### src/design/tmg_pkg.sv
// ----------------------------------------------------------------------------
// tmg_pkg
// Shared types and codes of the triangular membership grade unit.
// ----------------------------------------------------------------------------
package tmg_pkg;

  localparam int unsigned STATUS_W  = 2;
  localparam int unsigned CFG_IDX_W = 3;

  typedef enum logic [STATUS_W-1:0] {
    ST_OK           = 2'd0,
    ST_OUT_OF_RANGE = 2'd1,
    ST_BAD_PARAMS   = 2'd2
  } status_e;

  typedef logic [CFG_IDX_W-1:0] cfg_idx_t;

  localparam cfg_idx_t CFG_CORNER_LEFT   = 3'd0;
  localparam cfg_idx_t CFG_CORNER_PEAK   = 3'd1;
  localparam cfg_idx_t CFG_CORNER_RIGHT  = 3'd2;
  localparam cfg_idx_t CFG_UNIVERSE_LOW  = 3'd3;
  localparam cfg_idx_t CFG_UNIVERSE_HIGH = 3'd4;

endpackage

### src/design/tmg_cfg_if.sv
// ----------------------------------------------------------------------------
// tmg_cfg_if
// Register write channel: index and data under valid/ready.
// ----------------------------------------------------------------------------
interface tmg_cfg_if #(
  parameter int unsigned DataBits = 16
);
  import tmg_pkg::*;

  logic                valid;
  logic                ready;
  cfg_idx_t            index;
  logic [DataBits-1:0] data;

  modport source (output valid, output index, output data, input ready);
  modport sink   (input valid, input index, input data, output ready);

endinterface

### src/design/tmg_sample_if.sv
// ----------------------------------------------------------------------------
// tmg_sample_if
// Sample stream: one signed sample per item under valid/ready.
// ----------------------------------------------------------------------------
interface tmg_sample_if #(
  parameter int unsigned SampleBits = 16
);
  import tmg_pkg::*;

  logic                         valid;
  logic                         ready;
  logic signed [SampleBits-1:0] sample;

  modport source (output valid, output sample, input ready);
  modport sink   (input valid, input sample, output ready);

endinterface

### src/design/tmg_result_if.sv
// ----------------------------------------------------------------------------
// tmg_result_if
// Result stream: membership grade and status per item under valid/ready.
// ----------------------------------------------------------------------------
interface tmg_result_if #(
  parameter int unsigned GradeBits = 16
);
  import tmg_pkg::*;

  logic                 valid;
  logic                 ready;
  logic [GradeBits-1:0] grade;
  status_e              status;

  modport source (output valid, output grade, output status, input ready);
  modport sink   (input valid, input grade, input status, output ready);

endinterface

### src/design/triangular_membership_grade_unit.sv
// ----------------------------------------------------------------------------
// triangular_membership_grade_unit
// Triangular fuzzy membership grade of a signed sample, with a pipelined
// restoring divider producing one quotient bit per stage.
//
//   channel    dir  handshake        payload
//   cfg_i      in   valid / ready    index, data (SAMPLE_BITS)
//   sample_i   in   valid / ready    sample (SAMPLE_BITS, signed)
//   result_o   out  valid / ready    grade (GRADE_FRAC_BITS+1), status
//
// One item per cycle while the output is not held. The pipe is the input
// and classify registers, a divider chain of GRADE_FRAC_BITS + 1 one-bit
// stages, and the output register. All stages share one enable: when the
// output holds an item not yet taken, the whole pipe freezes. Reset clears
// valid bits and loads the default corners; cfg_i is always ready.
// ----------------------------------------------------------------------------
module triangular_membership_grade_unit #(
  parameter int unsigned SAMPLE_BITS     = 16,
  parameter int unsigned GRADE_FRAC_BITS = 15
) (
  input  logic          clk_i,
  input  logic          rst_ni,
  tmg_cfg_if.sink       cfg_i,
  tmg_sample_if.sink    sample_i,
  tmg_result_if.source  result_o
);
  import tmg_pkg::*;

  localparam int unsigned SW   = SAMPLE_BITS;
  localparam int unsigned DW   = SAMPLE_BITS + 1;
  localparam int unsigned GW   = GRADE_FRAC_BITS + 1;
  localparam int unsigned NDIV = GRADE_FRAC_BITS;

  localparam logic signed [SW-1:0] SMin = {1'b1, {(SW-1){1'b0}}};
  localparam logic signed [SW-1:0] SMax = {1'b0, {(SW-1){1'b1}}};

  // configuration registers
  logic signed [SW-1:0] corner_left_q, corner_peak_q, corner_right_q;
  logic signed [SW-1:0] universe_low_q, universe_high_q;

  assign cfg_i.ready = 1'b1;

  always_ff @(posedge clk_i or negedge rst_ni) begin
    if (!rst_ni) begin
      corner_left_q   <= SMin;
      corner_peak_q   <= '0;
      corner_right_q  <= SMax;
      universe_low_q  <= SMin;
      universe_high_q <= SMax;
    end else if (cfg_i.valid) begin
      case (cfg_i.index)
        CFG_CORNER_LEFT:   corner_left_q   <= cfg_i.data;
        CFG_CORNER_PEAK:   corner_peak_q   <= cfg_i.data;
        CFG_CORNER_RIGHT:  corner_right_q  <= cfg_i.data;
        CFG_UNIVERSE_LOW:  universe_low_q  <= cfg_i.data;
        CFG_UNIVERSE_HIGH: universe_high_q <= cfg_i.data;
        default: ;
      endcase
    end
  end

  // global pipeline enable
  logic res_valid_q;
  logic advance;
  assign advance        = !res_valid_q || result_o.ready;
  assign sample_i.ready = advance;

  // stage 0: input register
  logic                 v0_q;
  logic signed [SW-1:0] x_q;

  always_ff @(posedge clk_i or negedge rst_ni) begin
    if (!rst_ni) begin
      v0_q <= 1'b0;
    end else if (advance) begin
      v0_q <= sample_i.valid;
    end
  end

  always_ff @(posedge clk_i) begin
    if (advance) begin
      x_q <= sample_i.sample;
    end
  end

  // stage 1: classify, pick numerator and denominator
  logic                 bad, outside, rising, zero_region;
  logic signed [DW-1:0] xe, ae, be, ce;
  logic [DW-1:0]        num_d, den_d;
  status_e              st_d;
  logic                 gz_d;

  always_comb begin
    bad         = (corner_left_q > corner_peak_q) || (corner_peak_q > corner_right_q);
    outside     = (x_q < universe_low_q) || (x_q > universe_high_q);
    rising      = x_q < corner_peak_q;
    zero_region = (x_q <= corner_left_q) || (x_q >= corner_right_q);
    xe = {x_q[SW-1], x_q};
    ae = {corner_left_q[SW-1], corner_left_q};
    be = {corner_peak_q[SW-1], corner_peak_q};
    ce = {corner_right_q[SW-1], corner_right_q};
    num_d = rising ? DW'(xe - ae) : DW'(ce - xe);
    den_d = rising ? DW'(be - ae) : DW'(ce - be);
    if (bad) begin
      st_d = ST_BAD_PARAMS;
    end else if (outside) begin
      st_d = ST_OUT_OF_RANGE;
    end else begin
      st_d = ST_OK;
    end
    gz_d = bad || outside || zero_region;
  end

  logic          v1_q, gz1_q;
  logic [DW-1:0] num1_q, den1_q;
  status_e       st1_q;

  always_ff @(posedge clk_i or negedge rst_ni) begin
    if (!rst_ni) begin
      v1_q <= 1'b0;
    end else if (advance) begin
      v1_q <= v0_q;
    end
  end

  always_ff @(posedge clk_i) begin
    if (advance) begin
      num1_q <= num_d;
      den1_q <= den_d;
      st1_q  <= st_d;
      gz1_q  <= gz_d;
    end
  end

  // divider: stage 0 gives the integer bit (num >= den), then one bit a stage
  logic [DW-1:0] rem_q [NDIV+1];
  logic [DW-1:0] den_q [NDIV+1];
  logic [GW-1:0] quo_q [NDIV+1];
  status_e       st_q  [NDIV+1];
  logic [NDIV:0] gz_q;
  logic [NDIV:0] vld_q;

  logic ge0;
  assign ge0 = num1_q >= den1_q;

  always_ff @(posedge clk_i or negedge rst_ni) begin
    if (!rst_ni) begin
      vld_q[0] <= 1'b0;
    end else if (advance) begin
      vld_q[0] <= v1_q;
    end
  end

  always_ff @(posedge clk_i) begin
    if (advance) begin
      rem_q[0] <= ge0 ? (num1_q - den1_q) : num1_q;
      den_q[0] <= den1_q;
      quo_q[0] <= {ge0, {(GW-1){1'b0}}};
      st_q[0]  <= st1_q;
      gz_q[0]  <= gz1_q;
    end
  end

  for (genvar j = 1; j <= NDIV; j++) begin : g_div
    logic [DW:0]   sh;
    logic          ge;
    logic [DW-1:0] rem_d;
    logic [GW-1:0] quo_d;

    always_comb begin
      sh    = {rem_q[j-1], 1'b0};
      ge    = sh >= {1'b0, den_q[j-1]};
      rem_d = ge ? DW'(sh - {1'b0, den_q[j-1]}) : DW'(sh);
      quo_d = quo_q[j-1];
      quo_d[GRADE_FRAC_BITS-j] = ge;
    end

    always_ff @(posedge clk_i or negedge rst_ni) begin
      if (!rst_ni) begin
        vld_q[j] <= 1'b0;
      end else if (advance) begin
        vld_q[j] <= vld_q[j-1];
      end
    end

    always_ff @(posedge clk_i) begin
      if (advance) begin
        rem_q[j] <= rem_d;
        den_q[j] <= den_q[j-1];
        quo_q[j] <= quo_d;
        st_q[j]  <= st_q[j-1];
        gz_q[j]  <= gz_q[j-1];
      end
    end
  end

  // output register
  logic [GW-1:0] grade_q;
  status_e       status_q;

  always_ff @(posedge clk_i or negedge rst_ni) begin
    if (!rst_ni) begin
      res_valid_q <= 1'b0;
    end else if (advance) begin
      res_valid_q <= vld_q[NDIV];
    end
  end

  always_ff @(posedge clk_i) begin
    if (advance) begin
      grade_q  <= gz_q[NDIV] ? '0 : quo_q[NDIV];
      status_q <= st_q[NDIV];
    end
  end

  assign result_o.valid  = res_valid_q;
  assign result_o.grade  = grade_q;
  assign result_o.status = status_q;

endmodule

### src/flat_wrapper.sv
// flat-port wrapper written by rule: the top's interface ports become plain ports
module triangular_membership_grade_unit_flat import tmg_pkg::*;
#(
  parameter int unsigned SAMPLE_BITS     = 16,
  parameter int unsigned GRADE_FRAC_BITS = 15
)
  (clk_i, rst_ni, cfg_i_valid, cfg_i_index, cfg_i_data, cfg_i_ready, sample_i_valid, sample_i_sample, sample_i_ready, result_o_valid, result_o_grade, result_o_status, result_o_ready);
  tmg_cfg_if #(.DataBits(SAMPLE_BITS)) cfg_i_i ();
  tmg_sample_if #(.SampleBits(SAMPLE_BITS)) sample_i_i ();
  tmg_result_if #(.GradeBits((GRADE_FRAC_BITS + 1))) result_o_i ();
  input  logic clk_i;
  input  logic rst_ni;
  input wire logic [$bits(cfg_i_i.valid)-1:0] cfg_i_valid;
  input wire logic [$bits(cfg_i_i.index)-1:0] cfg_i_index;
  input wire logic [$bits(cfg_i_i.data)-1:0] cfg_i_data;
  output wire logic [$bits(cfg_i_i.ready)-1:0] cfg_i_ready;
  input wire logic [$bits(sample_i_i.valid)-1:0] sample_i_valid;
  input wire logic [$bits(sample_i_i.sample)-1:0] sample_i_sample;
  output wire logic [$bits(sample_i_i.ready)-1:0] sample_i_ready;
  output wire logic [$bits(result_o_i.valid)-1:0] result_o_valid;
  output wire logic [$bits(result_o_i.grade)-1:0] result_o_grade;
  output wire logic [$bits(result_o_i.status)-1:0] result_o_status;
  input wire logic [$bits(result_o_i.ready)-1:0] result_o_ready;
  assign cfg_i_i.valid = cfg_i_valid;
  assign cfg_i_i.index = cfg_i_index;
  assign cfg_i_i.data = cfg_i_data;
  assign cfg_i_ready = cfg_i_i.ready;
  assign sample_i_i.valid = sample_i_valid;
  assign sample_i_i.sample = sample_i_sample;
  assign sample_i_ready = sample_i_i.ready;
  assign result_o_valid = result_o_i.valid;
  assign result_o_grade = result_o_i.grade;
  assign result_o_status = result_o_i.status;
  assign result_o_i.ready = result_o_ready;
  triangular_membership_grade_unit #(.SAMPLE_BITS(SAMPLE_BITS), .GRADE_FRAC_BITS(GRADE_FRAC_BITS)) u_core (.clk_i(clk_i), .rst_ni(rst_ni), .cfg_i(cfg_i_i), .sample_i(sample_i_i), .result_o(result_o_i));
endmodule
### config.mk
export PLATFORM = sky130hd
export DESIGN_NAME = triangular_membership_grade_unit_flat
export DESIGN_NICKNAME = d
export VERILOG_FILES = /design/src/design/tmg_pkg.sv /design/src/design/tmg_cfg_if.sv /design/src/design/tmg_sample_if.sv /design/src/design/tmg_result_if.sv /design/src/design/triangular_membership_grade_unit.sv /design/src/flat_wrapper.sv
export SDC_FILE = /design/constraint.sdc
export NUM_CORES = 1
export LEC_CHECK = 0
export ABC_AREA = 1
export BUFFER_PORTS_ARGS = -buffer_cell sky130_fd_sc_hd__buf_2
export CAP_MARGIN = 20
export CORE_MARGIN = 1.5
export CORE_UTILIZATION = 60
export DETAILED_ROUTE_END_ITERATION = 10
export PLACE_DENSITY = 0.76
export SLEW_MARGIN = 10
export SYNTH_ARGS = -nofsm -noshare
export SYNTH_HDL_FRONTEND = slang
export SYNTH_SLANG_ARGS = --single-unit
### constraint.sdc
create_clock -name clk_i -period 79 [get_ports clk_i]
set_input_delay 15.8 -clock clk_i [delete_from_list [all_inputs] [get_ports clk_i]]
set_output_delay 15.8 -clock clk_i [all_outputs]
set_load 0.03 [all_outputs]
Yosys cells after proc, flatten, opt, wreduce, memory -nomap -nowiden. Memories as Yosys holds them, arrays and structs flattened. A register that Yosys moved wholly into a read port is not among the register bits. Index checks and enable logic that the tools add are counted.

Reduce and logical (&&, ||, !) cells: 13. Add/sub/neg operators: 20. Equal/unequal tests: 4. Mux-type cells: 21. Order comparisons: 23.

Operators with widths (count): $mux 17 (18); $sub 17x17->17 (16); $ge 18x17->1 (15); $sub 16x16->17 (4); $gt 16x16->1 (3); $lt 16x16->1 (2); $ge 17x17->1 (1); $ge 16x16->1 (1); $le 16x16->1 (1); $reduce_and 2->1 (5); $eq 3x2->1 const B (2); $logic_or 1x1->1 (6); $eq 3x1->1 const B (1); $eq 3x3->1 const B (1); $logic_not 3->1 (1); $mux 1 (3); $logic_not 1->1 (1).

Memories: 4. Output and inout bits: 21. Bits in registers: 168. Word-level logic and storage cells: 130. Memory bits (writable): 832.

Memories: u_core.den_q (words 16, width 17, read ports 15, clocked after memory_dff 0, write ports 16, RTL line triangular_membership_grade_unit.sv:137) `logic [DW-1:0] den_q [NDIV+1];`; u_core.rem_q (words 16, width 17, read ports 15, clocked after memory_dff 0, write ports 16, RTL line triangular_membership_grade_unit.sv:136) `logic [DW-1:0] rem_q [NDIV+1];`; u_core.quo_q (words 16, width 16, read ports 16, clocked after memory_dff 1, write ports 16, RTL line triangular_membership_grade_unit.sv:138) `logic [GW-1:0] quo_q [NDIV+1];`; u_core.st_q (words 16, width 2, read ports 16, clocked after memory_dff 1, write ports 16, RTL line triangular_membership_grade_unit.sv:139) `status_e st_q [NDIV+1];`.

Logic depth before layout (Yosys ltp). Gate-level depths: netlist (run 1).

Depth after elaboration: 4. Depth in mapped cells: 16.

Worst setup path after synthesis (run 1). Ideal clock, no wire load.

Kind: input-to-output. Start point: input port result_o_ready. End point: output port sample_i_ready. Data arrival time: 36977 ps. Stages: 3. Path slack: 26223 ps. Required time: 63200 ps. Cells stage by stage: inv_1 -> nand2_1 -> clkbuf_1.

Word-level cells in the longest chain between the ends: 1.

Ends and longest elaborated chain: start, declared (RTL line flat_wrapper.sv:23) `input wire logic [$bits(result_o_i.ready)-1:0] result_o_ready;`; $logic_or 1x1->1 (RTL line triangular_membership_grade_unit.sv:65) `assign advance = !res_valid_q || result_o.ready;`; end, declared (RTL line flat_wrapper.sv:19) `output wire logic [$bits(sample_i_i.ready)-1:0] sample_i_ready;`.

Every way passes these cells.

Final worst setup path (run 1). Ends and elaborated chain as after synthesis.

==> results.json, run 1 <==
{
  "period_share_pct": 41.2,
  "crit_required_ps": 63200,
  "dieArea_mm2": 0.0856,
  "cp_max_fo": 39,
  "synthCells": 5434,
  "ys_seq_area_share_pct": 50.7,
  "hold_path.class": "flip-flop to flip-flop",
  "fp-row-count": 106,
  "die_h_um": 293,
  "cp-start-kind": "input pin",
  "rsz0062_at_grt": "no",
  "outcome": "finished clean",
  "grt_pass1_wl_mm": 179,
  "vias_per_cell": 5.50,
  "cts_tree": "built",
  "layout_commonest_cell": "nand2_1",
  "finalSetupViolCount": 0,
  "routedWlPerCell_um": 16.7,
  "grt_max_degree": 179,
  "skew_ps": 23.7,
  "synth_edf_count": 765,
  "fin_crit_ps": 32520,
  "synth_area_mm2": 0.0503,
  "area_delta_synth_final_pct": 8.97,
  "max_freq_mhz": 30.7,
  "ios": 61,
  "timing.slew.headroom_pct": 25.1,
  "ctsHoldBuffers": 0,
  "clockRootBuffer": "clkbuf_16",
  "tightest_slew_ps": 1120,
  "cts_max_path_buffers": 3,
  "drc": 0,
  "ant_nets": 0,
  "numPortBuffers": 59,
  "synth-seq-cells": 864,
  "syn_nets": 5876,
  "drt_wl_total_mm": 112,
  "synthFlopType": "edfxtp_1",
  "vias": 36829,
  "clk_latency_ps": 660,
  "clkTransAtPathRegs_ps": 60,
  "core_region_area_mm2": 0.0833,
  "slew_violations": 0,
  "num_antenna_cells": 0,
  "multi_input_area_mm2": 0.0215,
  "cts_setup_buffers": 0,
  "grt_usage_pct": 26.2,
  "grt_pass1_vias": 34714,
  "seq_area_mm2": 0.0255,
  "drv_cap": 0,
  "antenna_found_initial": 1,
  "fp.dieW_um": 293,
  "start_util_pct": 60.4,
  "h-tree-depth": 3,
  "cts_buffers": 91,
  "mostFrequentLayoutCells": "nand2_1, edfxtp_1, inv_1",
  "cts_resized": 0,
  "yosysWarnings": 0,
  "overflow": 0,
  "place.gp.congestion": 0.928,
  "cts.sinks": 864,
  "fin_tns_setup_ps": 0,
  "async_reset_ff_share_pct": 11.5,
  "crit_arrival_ps": 16720,
  "fillers": 6735,
  "first_pass_iters": 6,
  "hpwl_mm": 83.7,
  "drt_iter0_drc": 2971,
  "cp-end-kind": "output pin",
  "critPathKind": "input pin to output pin",
  "hold_violations": 0,
  "final_layout_size_suffix_gt1_share_pct": 6.89,
  "synthDistinctLibCells": 50,
  "syn_area_per_cell_um2": 9.26,
  "fin_nets": 5976
}
## cells in the mapped netlist (9+ instances only)
master	instances	area, um^2
nand4_1	21	131
o21ai_0	150	751
fa_1	19	380
o21ai_2	15	131
dfrtp_1	67	1680
nor2_1	285	1070
nor3b_1	9	67.6
xor2_1	154	1350
a31oi_2	9	113
nand3b_1	14	105
dfstp_2	32	841
nor3_1	39	195
a21oi_2	15	131
buf_4	12	90.1
or2_1	15	93.8
nand3_1	482	2410
nand2_1	1508	5660
nor4_2	9	113
a211oi_1	14	105
clkbuf_1	24	90.1
nand2_4	28	315
a21o_1	62	465
ha_1	383	4790
xnor2_1	61	534
edfxtp_1	765	23000
a21oi_1	306	1530
buf_2	27	135
o21bai_1	65	488
nand2_2	24	150
inv_1	758	2850
## flip-flops by register name (all words and copies together), names as in the netlist, 17 cells and up
register,flops
u_core.den_q,255
u_core.rem_q,255
u_core.quo_q,136
u_core.st_q,32
u_core.den1_q,17
u_core.num1_q,17
## area by class of cell
| type | instances | share of cell area, % |
|---|---|---|
| flip-flops and latches | 864 | 46.5 |
| multi-input cells | 3734 | 39.2 |
| inverters | 759 | 5.20 |
| clock buffers | 103 | 4.39 |
| well taps | 1080 | 2.47 |
| clock inverters | 69 | 1.28 |
| repair buffers | 84 | 1.01 |
## kinds of logic (layout without fill, tap and decap cells)
kind of cell               count (synthesis)  count (layout)  synth area share, %
and+or+nand+nor                         2454            2454                 20.8
buffers and inverters                    836            1015                 6.68
AOI/OAI and AO/OA                        659             659                 7.80
other                                      1               1              0.00745
xor gates and xnor gates                 215             215                 3.74
adders and majority gates                402             402                 10.3
muxes                                      3               3               0.0671
DFF                                      864             864                 50.7
## worst max-delay path, stage by stage
cell	delay, ps
buf_2	80
inv_1	50
nand2_4	440
buf_2	310
## per-stage QoR
stage | cells | hold slack, ps | setup WS (ps) | instance area, um^2 | util, %
global route | 6693 | 419 | 46400 | 54800 | 65.8
detailed placement | 6516 | 405 | 46430 | 51600 | 62.0
global placement | 6514 | 400 | 46450 | 51600 | 62.0
floorplan | 5434 | 400 | 26220 | 50300 | -
finish | 6693 | 413 | 46480 | 54800 | 65.8
CTS | 6688 | 415 | 46430 | 54700 | 65.7
## path summary, 6_finish.rpt
path,startpoint,to,slack [ps],cells after the start
worst max-delay path,result_o_ready,sample_i_ready,46480,4
worst min-delay path,u_core.quo_q[14][5],u_core.quo_q[15][5],410,0
worst max register to register,u_core.result_o.valid,u_core.rem_q[1][104],75280,4
worst min register to register,u_core.quo_q[14][5],u_core.quo_q[15][5],410,0
max in group asynchronous,rst_ni,u_core.vld_q[14],62960,3
min in group asynchronous,rst_ni,u_core.corner_peak_q[3],15050,1
## routing by layer
layer  track usage [%]  wire (um)
met5                 0          8
met4              8.38       3220
met3              3.09       6580
met2              43.9      53500
met1              35.7      48700
Power of run 1 is left out: the tool's default activity adds up to more than one toggle a clock period on the data nets, which glitch-free logic cannot reach.
==> inputs of run 2 (changes only) <==
--- a/config.mk
+++ b/config.mk
@@ -9,9 +9,9 @@
 export BUFFER_PORTS_ARGS = -buffer_cell sky130_fd_sc_hd__buf_2
 export CAP_MARGIN = 20
 export CORE_MARGIN = 1.5
-export CORE_UTILIZATION = 60
+export CORE_UTILIZATION = 58
 export DETAILED_ROUTE_END_ITERATION = 10
-export PLACE_DENSITY = 0.76
+export PLACE_DENSITY = 0.77
 export SLEW_MARGIN = 10
 export SYNTH_ARGS = -nofsm -noshare
 export SYNTH_HDL_FRONTEND = slang
==> constraint.sdc (replaced) <==
create_clock -name clk_i -period 29.5 [get_ports clk_i]
set_input_delay 5.9 -clock clk_i [delete_from_list [all_inputs] [get_ports clk_i]]
set_output_delay 5.9 -clock clk_i [all_outputs]
set_load 0.03 [all_outputs]
==> results.json, run 2 (same netlist as run 1, synthesis figures left out) <==
{
  "crit_top_cell": "buf_2",
  "hold_violations": 0,
  "crit_slowest_cell": "nand2_4",
  "drt_wl_total_mm": 113,
  "grt_pass1_vias": 34484,
  "seq_area_mm2": 0.0255,
  "rsz0062_at_grt": "no",
  "routedWlPerCell_um": 16.8,
  "core_region_area_mm2": 0.0855,
  "clkTransAtPathRegs_ps": 60,
  "max_freq_mhz": 79.6,
  "fp-row-count": 107,
  "cts_resized": 0,
  "hpwl_mm": 84.7,
  "outcome": "finished clean",
  "grt_usage_pct": 25.2,
  "first_pass_iters": 6,
  "crit_required_ps": 23600,
  "hold_path.class": "flip-flop to flip-flop",
  "layout_commonest_cell": "nand2_1",
  "overflow": 0,
  "cts.sinks": 864,
  "clk_latency_ps": 670,
  "place.gp.congestion": 0.924,
  "cp-end-kind": "output pin",
  "area_delta_synth_final_pct": 9.07,
  "final_layout_size_suffix_gt1_share_pct": 6.52,
  "cts_setup_buffers": 0,
  "grt_pass1_wl_mm": 180,
  "vias_per_cell": 5.44,
  "cpPeakStageDelay_ps": 310,
  "cts_buffers": 92,
  "ant_nets": 0,
  "grt_max_degree": 191,
  "rr_startpoint": "u_core.result_o.valid",
  "fin_crit_ps": 12570,
  "dieArea_mm2": 0.0885,
  "die_h_um": 298,
  "slew_violations": 0,
  "h-tree-depth": 3,
  "cts_tree": "built",
  "critPathKind": "input pin to output pin",
  "multi_input_area_mm2": 0.0215,
  "cp_cell_sequence": "buf_2 > inv_1 > nand2_4 > buf_2",
  "period_share_pct": 42.6,
  "mostFrequentLayoutCells": "nand2_1, edfxtp_1, inv_1",
  "start_util_pct": 58.8,
  "crit_arrival_ps": 6670,
  "num_antenna_cells": 0,
  "tightest_slew_ps": 1260,
  "drt_iter0_drc": 2998,
  "reg_top3": "u_core.den_q x255, u_core.rem_q x255, u_core.quo_q x136",
  "clockRootBuffer": "clkbuf_16",
  "fin_tns_setup_ps": 0,
  "ios": 61,
  "antenna_found_initial": 0,
  "cp_max_fo": 33,
  "hp-start": "u_core.quo_q[11][4]",
  "drv_cap": 0,
  "cp-start-kind": "input pin",
  "finalSetupViolCount": 0,
  "vias": 36767,
  "numPortBuffers": 59,
  "skew_ps": 25.7,
  "fin_nets": 5973,
  "cp-startpoint": "result_o_ready",
  "whs_ps": 414,
  "ctsHoldBuffers": 0,
  "cts_max_path_buffers": 3,
  "fillers": 7030,
  "timing.slew.headroom_pct": 16.2,
  "fp.dieW_um": 298,
  "drc": 0
}
==> run 2: final timing paths <==
kind / end / slack (ps) / cells after the start
max: sample_i_ready / 16930 / 4
min: u_core.quo_q[12][4] / 410 / 0
max reg2reg: u_core.den_q[1][92] / 25780 / 4
min reg2reg: u_core.quo_q[12][4] / 410 / 0
max in group asynchronous: u_core.universe_low_q[12] / 23130 / 2
min in group asynchronous: u_core.corner_left_q[0] / 5180 / 1
==> run 2: per-layer routing <==
metal	part of all wire, %	GRT usage [%]	vias to the layer above
li1	-	-	18377
met1	45	35.8	17154
met2	47	41.2	1070
met3	5.6	2.71	166
met4	2.3	7.39	0
met5	0	0	-
==> run 2: critical path, delay by kind of cell <==
family                 cells  cell delay, ps
AND/OR/NAND/NOR            1             310
buffers and inverters      3             440
==> run 2: stage by stage <==
step	instances	utilization, %	area (um^2)	setup WS [ps]
2_1_floorplan	5434	-	50300	7800
3_3_place_gp	6578	60.4	51700	16890
3_5_place_dp	6578	60.4	51700	16900
4_1_cts	6751	64.1	54800	16900
5_1_grt	6754	64.1	54900	16860
6_report	6754	64.1	54900	16930
==> run 2: area by class of cell <==
class	count	share of cell area [%]
Clock buffer	111	4.40
Clock inverter	62	1.32
Inverter	759	5.19
Multi-Input combinational cell	3734	39.1
Sequential cell	864	46.5
Tap cell	1144	2.61
Timing Repair Buffer	80	0.894
Power of run 2 is left out for the same reason.
